==> src/vn_pkg.sv <==
// Package with constants, types and width functions of the vector normaliser.
package vn_pkg;

    localparam int MAX_LEN_DEFAULT = 16;
    localparam int ELEM_W          = 16;
    localparam int FRAC_BITS       = 15;

    localparam logic signed [ELEM_W-1:0] UNIT_ONE = 16'sh7FFF;
    localparam logic signed [ELEM_W-1:0] UNIT_MIN = 16'sh8000;

    typedef struct packed {
        logic load;
        logic sqrt_init;
        logic sqrt_step;
        logic rd_en;
        logic prep;
        logic div_step;
        logic div_last;
        logic clear_vec;
        logic first;
    } vn_cmd_t;

    typedef struct packed {
        logic zero;
        logic skip_div;
    } vn_status_t;

    function automatic int sum_width(input int max_len);
        return 31 + $clog2(max_len);
    endfunction

    function automatic int root_width(input int max_len);
        return (sum_width(max_len) + 1) >> 1;
    endfunction

    function automatic int idx_width(input int max_len);
        return (max_len > 1) ? $clog2(max_len) : 1;
    endfunction

    function automatic int cnt_width(input int max_len);
        return $clog2(max_len + 1);
    endfunction

endpackage

==> src/vn_in_if.sv <==
// Input channel interface: one vector component per word.
interface vn_in_if;
    logic                              valid;
    logic                              ready;
    logic signed [vn_pkg::ELEM_W-1:0]  element;
    logic                              last_element;

    modport source (output valid, output element, output last_element, input ready);
    modport sink   (input valid, input element, input last_element, output ready);
endinterface

==> src/vn_out_if.sv <==
// Output channel interface: one normalised component per word.
interface vn_out_if;
    logic                              valid;
    logic                              ready;
    logic signed [vn_pkg::ELEM_W-1:0]  unit_component;
    logic                              last_output;
    logic                              was_zero;

    modport source (output valid, output unit_component, output last_output,
                    output was_zero, input ready);
    modport sink   (input valid, input unit_component, input last_output,
                    input was_zero, output ready);
endinterface

==> src/vn_datapath.sv <==
// Datapath: component store, square sum, iterative square root and serial divider.
module vn_datapath #(
    parameter int  MAX_LEN = vn_pkg::MAX_LEN_DEFAULT,
    localparam int IDX_W   = vn_pkg::idx_width(MAX_LEN)
) (
    input  logic                              clk,
    input  logic                              rst_n,
    input  vn_pkg::vn_cmd_t                   cmd,
    input  logic [IDX_W-1:0]                  addr,
    input  logic signed [vn_pkg::ELEM_W-1:0]  element,
    output vn_pkg::vn_status_t                status,
    output logic signed [vn_pkg::ELEM_W-1:0]  unit_component
);
    import vn_pkg::*;

    localparam int SUM_W  = sum_width(MAX_LEN);
    localparam int ROOT_W = root_width(MAX_LEN);

    logic signed [ELEM_W-1:0] store_mem [MAX_LEN];
    logic signed [ELEM_W-1:0] rd_data_reg;

    logic [SUM_W-1:0]      sum_reg;
    logic [SUM_W-1:0]      sum_next;
    logic                  zero_reg;
    logic [2*ROOT_W-1:0]   sq_v_reg;
    logic [ROOT_W+1:0]     sq_rem_reg;
    logic [ROOT_W-1:0]     root_reg;
    logic [ROOT_W-1:0]     div_rem_reg;
    logic [FRAC_BITS-1:0]  quo_reg;
    logic [FRAC_BITS-1:0]  quo_next;
    logic                  neg_reg;
    logic signed [ELEM_W-1:0] out_reg;

    logic signed [2*ELEM_W-1:0] sq_prod;
    logic [ROOT_W+3:0]     rem_sh;
    logic [ROOT_W+3:0]     trial;
    logic [ROOT_W+3:0]     rem_diff;
    logic                  rem_ge;
    logic [ROOT_W-1:0]     mag;
    logic [ELEM_W-1:0]     abs_val;
    logic                  sat;
    logic [ROOT_W:0]       d_sh;
    logic [ROOT_W:0]       d_diff;
    logic                  d_ge;

    assign sq_prod  = element * element;
    assign sum_next = sum_reg + SUM_W'(sq_prod[2*ELEM_W-2:0]);

    assign rem_sh   = {sq_rem_reg, sq_v_reg[2*ROOT_W-1 -: 2]};
    assign trial    = {2'b00, root_reg, 2'b01};
    assign rem_ge   = rem_sh >= trial;
    assign rem_diff = rem_sh - trial;

    assign mag      = (root_reg == '0) ? ROOT_W'(1) : root_reg;
    assign abs_val  = rd_data_reg[ELEM_W-1] ? (~rd_data_reg + 1'b1) : rd_data_reg;
    assign sat      = ROOT_W'(abs_val) >= mag;

    assign d_sh     = {div_rem_reg, 1'b0};
    assign d_ge     = d_sh >= {1'b0, mag};
    assign d_diff   = d_sh - {1'b0, mag};
    assign quo_next = {quo_reg[FRAC_BITS-2:0], d_ge};

    assign status.zero     = zero_reg;
    assign status.skip_div = zero_reg | sat;
    assign unit_component  = out_reg;

    always_ff @(posedge clk)
    begin
        if (cmd.load)
        begin
            store_mem[addr] <= element;
        end
        if (cmd.rd_en)
        begin
            rd_data_reg <= store_mem[addr];
        end
    end

    always_ff @(posedge clk or negedge rst_n)
    begin
        if (!rst_n)
        begin
            sum_reg  <= '0;
            zero_reg <= 1'b1;
        end
        else if (cmd.clear_vec)
        begin
            sum_reg  <= '0;
            zero_reg <= 1'b1;
        end
        else if (cmd.load)
        begin
            sum_reg  <= sum_next;
            zero_reg <= zero_reg & (element == '0);
        end
    end

    always_ff @(posedge clk)
    begin
        if (cmd.sqrt_init)
        begin
            sq_v_reg   <= (2*ROOT_W)'(sum_next);
            sq_rem_reg <= '0;
            root_reg   <= '0;
        end
        else if (cmd.sqrt_step)
        begin
            sq_v_reg <= {sq_v_reg[2*ROOT_W-3:0], 2'b00};
            if (rem_ge)
            begin
                sq_rem_reg <= rem_diff[ROOT_W+1:0];
                root_reg   <= {root_reg[ROOT_W-2:0], 1'b1};
            end
            else
            begin
                sq_rem_reg <= rem_sh[ROOT_W+1:0];
                root_reg   <= {root_reg[ROOT_W-2:0], 1'b0};
            end
        end
    end

    always_ff @(posedge clk)
    begin
        if (cmd.prep)
        begin
            neg_reg     <= rd_data_reg[ELEM_W-1];
            div_rem_reg <= ROOT_W'(abs_val);
            quo_reg     <= '0;
            if (zero_reg)
            begin
                out_reg <= cmd.first ? UNIT_ONE : '0;
            end
            else if (sat)
            begin
                out_reg <= rd_data_reg[ELEM_W-1] ? UNIT_MIN : UNIT_ONE;
            end
        end
        else if (cmd.div_step)
        begin
            div_rem_reg <= d_ge ? d_diff[ROOT_W-1:0] : d_sh[ROOT_W-1:0];
            quo_reg     <= quo_next;
            if (cmd.div_last)
            begin
                out_reg <= neg_reg ? -$signed({1'b0, quo_next}) : $signed({1'b0, quo_next});
            end
        end
    end

endmodule

==> src/vn_control.sv <==
// Controller: sequences loading, square root, division and emission of a vector.
module vn_control #(
    parameter int  MAX_LEN = vn_pkg::MAX_LEN_DEFAULT,
    localparam int IDX_W   = vn_pkg::idx_width(MAX_LEN)
) (
    input  logic                clk,
    input  logic                rst_n,
    input  logic                in_valid,
    input  logic                in_last,
    output logic                in_ready,
    output logic                out_valid,
    input  logic                out_ready,
    output logic                out_last,
    output vn_pkg::vn_cmd_t     cmd,
    output logic [IDX_W-1:0]    addr,
    input  vn_pkg::vn_status_t  status
);
    import vn_pkg::*;

    localparam int ROOT_W = root_width(MAX_LEN);
    localparam int CNT_W  = cnt_width(MAX_LEN);
    localparam int STEP_W = $clog2(ROOT_W);

    localparam logic [2:0] S_LOAD = 3'd0;
    localparam logic [2:0] S_SQRT = 3'd1;
    localparam logic [2:0] S_READ = 3'd2;
    localparam logic [2:0] S_PREP = 3'd3;
    localparam logic [2:0] S_DIV  = 3'd4;
    localparam logic [2:0] S_OUT  = 3'd5;
    localparam logic [2:0] S_DROP = 3'd6;

    logic [2:0]       state_reg, state_next;
    logic [CNT_W-1:0] count_reg, count_next;
    logic [IDX_W-1:0] idx_reg, idx_next;
    logic [STEP_W-1:0] step_reg, step_next;
    logic             drop_reg, drop_next;

    logic [CNT_W-1:0] count_inc;
    logic             close_vec;
    logic             last_idx;

    assign count_inc = count_reg + CNT_W'(1);
    assign close_vec = in_last || (count_inc == CNT_W'(MAX_LEN));
    assign last_idx  = (CNT_W'(idx_reg) + CNT_W'(1)) == count_reg;
    assign out_last  = last_idx;

    always_comb
    begin
        state_next = state_reg;
        count_next = count_reg;
        idx_next   = idx_reg;
        step_next  = step_reg;
        drop_next  = drop_reg;
        cmd        = '0;
        cmd.first  = (idx_reg == '0);
        addr       = idx_reg;
        in_ready   = 1'b0;
        out_valid  = 1'b0;
        unique case (state_reg)
            S_LOAD:
            begin
                in_ready = 1'b1;
                addr     = count_reg[IDX_W-1:0];
                if (in_valid)
                begin
                    cmd.load   = 1'b1;
                    count_next = count_inc;
                    if (close_vec)
                    begin
                        cmd.sqrt_init = 1'b1;
                        step_next     = '0;
                        drop_next     = !in_last;
                        state_next    = S_SQRT;
                    end
                end
            end
            S_SQRT:
            begin
                cmd.sqrt_step = 1'b1;
                step_next     = step_reg + STEP_W'(1);
                if (step_reg == STEP_W'(ROOT_W - 1))
                begin
                    idx_next   = '0;
                    state_next = S_READ;
                end
            end
            S_READ:
            begin
                cmd.rd_en  = 1'b1;
                state_next = S_PREP;
            end
            S_PREP:
            begin
                cmd.prep  = 1'b1;
                step_next = '0;
                if (status.skip_div)
                begin
                    state_next = S_OUT;
                end
                else
                begin
                    state_next = S_DIV;
                end
            end
            S_DIV:
            begin
                cmd.div_step = 1'b1;
                step_next    = step_reg + STEP_W'(1);
                if (step_reg == STEP_W'(FRAC_BITS - 1))
                begin
                    cmd.div_last = 1'b1;
                    state_next   = S_OUT;
                end
            end
            S_OUT:
            begin
                out_valid = 1'b1;
                if (out_ready)
                begin
                    if (last_idx)
                    begin
                        cmd.clear_vec = 1'b1;
                        count_next    = '0;
                        state_next    = drop_reg ? S_DROP : S_LOAD;
                    end
                    else
                    begin
                        idx_next   = idx_reg + IDX_W'(1);
                        state_next = S_READ;
                    end
                end
            end
            S_DROP:
            begin
                in_ready = 1'b1;
                if (in_valid && in_last)
                begin
                    state_next = S_LOAD;
                end
            end
            default:
            begin
                state_next = S_LOAD;
            end
        endcase
    end

    always_ff @(posedge clk or negedge rst_n)
    begin
        if (!rst_n)
        begin
            state_reg <= S_LOAD;
            count_reg <= '0;
            idx_reg   <= '0;
            step_reg  <= '0;
            drop_reg  <= 1'b0;
        end
        else
        begin
            state_reg <= state_next;
            count_reg <= count_next;
            idx_reg   <= idx_next;
            step_reg  <= step_next;
            drop_reg  <= drop_next;
        end
    end

endmodule

==> src/vector_normalizer.sv <==
// Vector normaliser: scales a vector of signed components to a unit vector in Q1.15.
//
// Components arrive on in_ch, one word each, at one per cycle while the block loads.
// A vector closes on last_element or when MAX_LEN components have arrived; after a
// vector closed by length, further words are taken and dropped up to one with
// last_element set. The magnitude is the floor square root of the sum of squares,
// found in an iterative unit that takes two bits of the sum per step. Each component
// is then read from the store and divided by a restoring divider, one quotient bit a
// cycle; division is skipped where the result saturates or the vector is all zero.
// Results leave on out_ch with last_output on the final word and was_zero on every
// word of an all-zero vector. No input is taken while a vector is being emitted. A
// stalled receiver holds the current result word and the whole block with it. Reset
// empties the vector and returns the block to loading; the store needs no clearing.
module vector_normalizer #(
    parameter int MAX_LEN = vn_pkg::MAX_LEN_DEFAULT
) (
    input logic     clk,
    input logic     rst_n,
    vn_in_if.sink   in_ch,
    vn_out_if.source out_ch
);
    import vn_pkg::*;

    localparam int IDX_W = idx_width(MAX_LEN);

    vn_cmd_t          cmd;
    vn_status_t       status;
    logic [IDX_W-1:0] addr;

    vn_control #(
        .MAX_LEN (MAX_LEN)
    ) u_control (
        .clk       (clk),
        .rst_n     (rst_n),
        .in_valid  (in_ch.valid),
        .in_last   (in_ch.last_element),
        .in_ready  (in_ch.ready),
        .out_valid (out_ch.valid),
        .out_ready (out_ch.ready),
        .out_last  (out_ch.last_output),
        .cmd       (cmd),
        .addr      (addr),
        .status    (status)
    );

    vn_datapath #(
        .MAX_LEN (MAX_LEN)
    ) u_datapath (
        .clk            (clk),
        .rst_n          (rst_n),
        .cmd            (cmd),
        .addr           (addr),
        .element        (in_ch.element),
        .status         (status),
        .unit_component (out_ch.unit_component)
    );

    assign out_ch.was_zero = status.zero;

endmodule

==> src/flat_wrapper.sv <==
// flat-port wrapper written by rule: the top's interface ports become plain ports
module vector_normalizer_flat import vn_pkg::*;
#(
    parameter int MAX_LEN = vn_pkg::MAX_LEN_DEFAULT
)
  (clk, rst_n, in_ch_valid, in_ch_element, in_ch_last_element, in_ch_ready, out_ch_valid, out_ch_unit_component, out_ch_last_output, out_ch_was_zero, out_ch_ready);
  vn_in_if in_ch_i ();
  vn_out_if out_ch_i ();
  input logic clk;
  input logic rst_n;
  input wire logic [$bits(in_ch_i.valid)-1:0] in_ch_valid;
  input wire logic [$bits(in_ch_i.element)-1:0] in_ch_element;
  input wire logic [$bits(in_ch_i.last_element)-1:0] in_ch_last_element;
  output wire logic [$bits(in_ch_i.ready)-1:0] in_ch_ready;
  output wire logic [$bits(out_ch_i.valid)-1:0] out_ch_valid;
  output wire logic [$bits(out_ch_i.unit_component)-1:0] out_ch_unit_component;
  output wire logic [$bits(out_ch_i.last_output)-1:0] out_ch_last_output;
  output wire logic [$bits(out_ch_i.was_zero)-1:0] out_ch_was_zero;
  input wire logic [$bits(out_ch_i.ready)-1:0] out_ch_ready;
  assign in_ch_i.valid = in_ch_valid;
  assign in_ch_i.element = in_ch_element;
  assign in_ch_i.last_element = in_ch_last_element;
  assign in_ch_ready = in_ch_i.ready;
  assign out_ch_valid = out_ch_i.valid;
  assign out_ch_unit_component = out_ch_i.unit_component;
  assign out_ch_last_output = out_ch_i.last_output;
  assign out_ch_was_zero = out_ch_i.was_zero;
  assign out_ch_i.ready = out_ch_ready;
  vector_normalizer #(.MAX_LEN(MAX_LEN)) u_core (.clk(clk), .rst_n(rst_n), .in_ch(in_ch_i), .out_ch(out_ch_i));
endmodule
==> config.mk <==
export PLATFORM = sky130hd
export DESIGN_NAME = vector_normalizer_flat
export DESIGN_NICKNAME = d
export VERILOG_FILES = /design/src/vn_pkg.sv /design/src/vn_in_if.sv /design/src/vn_out_if.sv /design/src/vn_datapath.sv /design/src/vn_control.sv /design/src/vector_normalizer.sv /design/src/flat_wrapper.sv
export SDC_FILE = /design/constraint.sdc
export NUM_CORES = 1
export LEC_CHECK = 0
export BUFFER_PORTS_ARGS = -buffer_cell sky130_fd_sc_hd__buf_2
export CAP_MARGIN = 10
export CORE_ASPECT_RATIO = 0.9
export CORE_UTILIZATION = 59
export DETAILED_ROUTE_END_ITERATION = 8
export PLACE_DENSITY = 0.85
export SLEW_MARGIN = 0
export SYNTH_ARGS = -nofsm -noshare
export SYNTH_HDL_FRONTEND = slang
export SYNTH_SLANG_ARGS = --single-unit
==> constraint.sdc <==
create_clock -name clk -period 3.9 [get_ports clk]
set_input_delay 0.585 -clock clk [delete_from_list [all_inputs] [get_ports clk]]
set_output_delay 0.585 -clock clk [all_outputs]
set_load 0.1 [all_outputs]
Word-level counts from Yosys, hierarchy flattened

Memories as Yosys holds them, arrays and structs flattened. A register that Yosys moved wholly into a read port is not among the register bits.
Cells that the tools add are included.

Register bits: 177
Bits in writable memories: 256
Output and inout bits: 20
Memories kept: 1

$add $sub $neg: 9
Multipliers: 1
Magnitude comparators: 3
Eq/ne operators: 19
Muxes and demuxes: 58
Bitwise gates (word level): 3
Reductions and logical operators: 22

Memory list:

| name                        | depth | bits a word | rd ports | clocked after memory_dff | write ports | line              | RTL |
|---|---|---|---|---|---|---|---|
| u_core.u_datapath.store_mem | 16    | 16          | 1        | 1                        | 1           | vn_datapath.sv:19 | `logic signed [ELEM_W-1:0] store_mem [MAX_LEN];` |

Operator list:

| cell                                                             | number |
|---|---|
| 16-bit 2-to-1 mux                                                | 10 |
| 35-bit 2-to-1 mux                                                | 4 |
| 18-bit 2-to-1 mux                                                | 2 |
| 35-bit by 31-bit adder with 35-bit output                        | 1 |
| 16-bit by 16-bit multiplier with 31-bit output                   | 1 |
| 5-bit 2-to-1 mux                                                 | 5 |
| 3-bit 2-to-1 mux                                                 | 8 |
| 22-bit by 20-bit >= comparator with 1-bit output                 | 1 |
| 3-bit one-hot mux with 7 select lines                            | 1 |
| 20-bit 2-to-1 mux                                                | 1 |
| 20-bit subtractor                                                | 1 |
| 19-bit by 18-bit >= comparator with 1-bit output                 | 1 |
| 16-bit by 18-bit >= comparator with 1-bit output                 | 1 |
| 18-bit zero test                                                 | 1 |
| 18-bit subtractor                                                | 1 |
| 16-bit by 1-bit adder with 16-bit output (second input constant) | 1 |
| 16-bit zero test                                                 | 1 |
| 1-bit 2-to-1 mux                                                 | 16 |
| 4-bit 2-to-1 mux                                                 | 4 |
| 2-bit inequality test (second input constant)                    | 8 |
| 15-bit negation with 16-bit output                               | 1 |
| 16-bit NOT                                                       | 1 |
| 15-bit 2-to-1 mux                                                | 1 |
| 5-bit one-hot mux with 3 select lines                            | 1 |
| 26 further kinds                                                 | 42 |

Logic depth before layout (Yosys ltp)

Depth in word-level cells: 8
Mapped depth: 34
Mapped depth without buffers: 33

Cells and area by module

A second synthesis with hierarchy kept.

Cell total of the unflattened synthesis: 2,766
Area total of the unflattened synthesis: 31,659.1 um^2

By module, submodules not included:

| module      | times used | cells each | area an instance (um^2) |
|---|---|---|---|
| vn_datapath | 1          | 2,571      | 30,122.6 |
| vn_control  | 1          | 195        | 1,536.5 |

Least setup slack after synthesis

Ideal clock, no wire load.

Path type: input -> register
From: input in_ch_element[3]
To: register u_core.u_datapath.sq_v_reg[34], data pin
Library setup time: 270 ps
Arrival time: 7,969 ps
Data required time: 3,630 ps
Setup slack: -4,338 ps
Stages: 30
Path buffers: 2
Cell sequence: clkbuf_1 -> clkbuf_1 -> nand2_1 -> fa_1 -> fa_1 -> inv_1 -> fa_1 -> fa_1 -> fa_1 -> inv_1 -> fa_1 -> inv_1 -> ha_1 -> a21o_1 -> a21oi_1 -> nor2_1 -> or4_1 -> o221a_4 -> a21o_1 -> a21oi_1 -> xnor2_1 -> ha_1 -> a21o_1 -> a21o_1 -> a21oi_1 -> o21ai_0 -> a221oi_1 -> o21ai_0 -> xnor2_1 -> o21ai_0

Word-level cells in the longest chain between the ends: 3

RTL lines:

| item                                           | line               | RTL |
|---|---|---|
| start, declared                                | flat_wrapper.sv:12 | `input wire logic [$bits(in_ch_i.element)-1:0] in_ch_element;` |
| 16-bit by 16-bit multiplier with 31-bit output | vn_datapath.sv:46  | `assign sq_prod = element * element;` |
| 35-bit by 31-bit adder with 35-bit output      | vn_datapath.sv:47  | `assign sum_next = sum_reg + SUM_W'(sq_prod[2*ELEM_W-2:0]);` |
| 35-bit 2-to-1 mux                              | vn_datapath.sv:100 | `if (cmd.sqrt_init)` |
| end signal, assigned                           | vn_datapath.sv:102 | `sq_v_reg <= (2*ROOT_W)'(sum_next);` |
| end signal, assigned                           | vn_datapath.sv:108 | `sq_v_reg <= {sq_v_reg[2*ROOT_W-3:0], 2'b00};` |
| end, declared                                  | vn_datapath.sv:25  | `logic [2*ROOT_W-1:0] sq_v_reg;` |

Every way passes these cells.
A chain may end at the register's enable or synchronous reset.

Worst setup path after layout

From: input in_ch_element[4]
To: register u_core.u_datapath.sq_v_reg[33], data pin

The elaborated chain is that of the path after synthesis.

==> results.sh <==
export IMPL_drtPass1Iterations=6
export IMPL_ant_nets=0
export IMPL_largest_reg_flops=256
export IMPL_critPathKind="primary input to flop"
export IMPL_cp_arrival_ps=8780
export IMPL_drv_slew=0
export IMPL_place_congestion=0.9384
export IMPL_cp_max_fo=14
export IMPL_coreArea_sq_um=51890
export IMPL_drt_total_wl_mm=102.1
export IMPL_clock_latency_ps=630
export IMPL_cts_htree_levels=2
export IMPL_drt_iter0_drc=3211
export IMPL_die_area_sq_um=53670
export IMPL_port_buffers=40
export IMPL_cts_root_buf="clkbuf_16"
export IMPL_num_rows=79
export IMPL_synth_most_common_cell="inv_1"
export IMPL_fin_setup_tns_ps=-190020
export IMPL_crit_top_cell="fa_1"
export IMPL_synth_seq_cells=449
export IMPL_tightestPinTransition_ps=1099
export IMPL_clock_sinks=449
export IMPL_final_nets=3823
export IMPL_grt_first_pass_wirelength_mm=142.6
export IMPL_hold_ws_ps=170.4
export IMPL_cp_end_kind="flop"
export IMPL_dpl_hpwl_mm=59.16
export IMPL_fin_crit_ps=8458
export IMPL_netlist_area_sq_um=31120
export IMPL_drv_cap=0
export IMPL_num_vias=27060
export IMPL_drc=0
export IMPL_syn_area_per_cell_sq_um=10.32
export IMPL_grt_pass1_vias=27000
export IMPL_hold_violations=0
export IMPL_antenna_found_initial=2
export IMPL_yosysSeqAreaShare_pct=40.69
export IMPL_async_flop_share_pct=12.03
export IMPL_min_period_over_period_pct=216.9
export IMPL_final_util_pct=74.62
export IMPL_die_y_microns=219.9
export IMPL_synth_top_area_share_pct=32.81
export IMPL_pre_cts_ws_ps=-4421
export IMPL_rrSetupSlack_ps=130
export IMPL_clock_path_buffers=3
export IMPL_antenna_cells=0
export IMPL_status="finished with violations"
export IMPL_synth_distinct_cells=77
export IMPL_numCtsBuffers=47
export IMPL_cp_start_kind="primary input"
export IMPL_wl_per_cell_microns=24.78
export IMPL_yosysWarnings=0
export IMPL_rsz0062_at_grt="yes"
export IMPL_setup_violations=59
export IMPL_synthCells=3017
export IMPL_final_setup_skew_ps=49.81
export IMPL_worst_slack_ps=-4558
export IMPL_start_util_pct=59.97
export IMPL_synth_area_leaders="edfxtp_1, fa_1, ha_1, inv_1, nand2_1"
export IMPL_gr_total_overflow=0
export IMPL_via_per_inst=6.567
export IMPL_slew_headroom_pct=26.76
export IMPL_violations="setup timing"
export IMPL_drive_above_1_share_pct=24.50
export IMPL_synth_top_cells_by_count="inv_1, nand2_1, edfxtp_1, fa_1, ha_1"
export IMPL_crit_slowest_cell="fa_1"
export IMPL_synthFlopType="edfxtp_1"
export IMPL_hold_class="primary input to async pin"
export IMPL_fmax_mhz=118.2
export IMPL_cts_clk_slew_worst_paths_ps=80
export IMPL_grt_use_total_pct=33.99
export IMPL_worstPathRequired_ps=4220
export IMPL_grt_max_degree=94
export IMPL_syn2layout_area_growth_pct=24.42
export IMPL_io_pins=41
export IMPL_slowest_delay_ps=940
export IMPL_synth_largest_area_cell="edfxtp_1"
export IMPL_synth_edf_count=340
export IMPL_cts_tree="built"
export IMPL_die_w_microns=244.1
export IMPL_synth_nets=3446
-- placed cells by master, fill, tap and decap left out, types with 25 or more instances in the layout --
cell       instances
inv_1            360
buf_4            349
edfxtp_1         340
nand2_1          336
fa_1             213
ha_1             146
a21oi_1          107
o21ai_0          106
nor2_1           101
and2_1            99
a211oi_1          85
xnor2_1           73
buf_6             69
dfxtp_1           55
dfrtp_1           53
a21o_1            49
clkbuf_16         48
a31oi_1           42
nand3_1           41
xor2_1            34
a311oi_1          34
o21ai_1           33
inv_2             32
ha_4              28
nor3_1            25
a22o_1            25
-- path summary, 6_finish.rpt --
kind / startpoint / end / cells past startpoint
setup / recovery: in_ch_element[4] / u_core.u_datapath.sq_v_reg[33] / 29
hold / removal: rst_n / u_core.u_datapath.sum_reg[13] / 1
setup reg to reg: u_core.u_datapath.root_reg[16] / u_core.u_datapath.div_rem_reg[16] / 14
hold reg to reg: u_core.u_datapath.sq_rem_reg[3] / u_core.u_datapath.sq_rem_reg[3] / 2
max in group asynchronous: rst_n / u_core.u_datapath.zero_reg / 2
min in group clk: in_ch_element[2] / u_core.u_datapath.store_mem[7][2] / 1
-- worst max-delay path, delay by kind of cell --
| kind | cells | cell delay, ps |
|---|---|---|
| xor gates and xnor gates | 1 | 150 |
| adders and majority gates | 8 | 3920 |
| and+or+nand+nor | 4 | 1230 |
| buffers and inverters | 9 | 1110 |
| AOI/OAI and AO/OA | 7 | 1720 |
-- cell type report --
cell class,count,area [sq um]
multi-input cells,2035,18120
repair buffers,466,3940
fillers,2885,13170
clock inverters,31,400.4
flip-flops and latches,449,12660
inverters,395,1493
well taps,688,860.8
clock buffers,56,1241
-- through the flow --
step                cell area (sq um)  cells
floorplan                       31710   3017
global placement                35010   3969
detailed placement              35010   3969
CTS                             37870   4091
global route                    38720   4120
finish                          38720   4120
-- routing by layer --
metal | part of all wire [%] | track usage [%] | vias up | routed length [microns]
li1 | - | - | 11200 | -
met1 | 33 | 39.15 | 12960 | 33590
met2 | 48 | 58.65 | 2169 | 48650
met3 | 11 | 7.283 | 723 | 11710
met4 | 7.9 | 20.00 | 4 | 8091
met5 | 0.026 | 0 | - | 27
-- cells by family (layout without fill, tap and decap cells) --
group / Yosys count / in the layout / synth area share (%)
flops: 449 / 449 / 40.69
compound gates: 675 / 675 / 14.32
simple gates: 786 / 786 / 11.76
xor+xnor: 132 / 132 / 3.715
buf+inv: 533 / 948 / 6.485
mux: 34 / 34 / 1.122
fa+ha+maj: 408 / 408 / 21.90
-- what timing repair did --
action                                  4_1_cts  5_1_grt
hold buffers                                  0        0
gates resized for setup                     232      141
pin swaps                                   122      121
endpoints found under the setup margin       60       79
setup buffers                                40       33
Power is not shown: default switching activity piles up to over one toggle a cycle in this logic, so the estimate is an artifact.
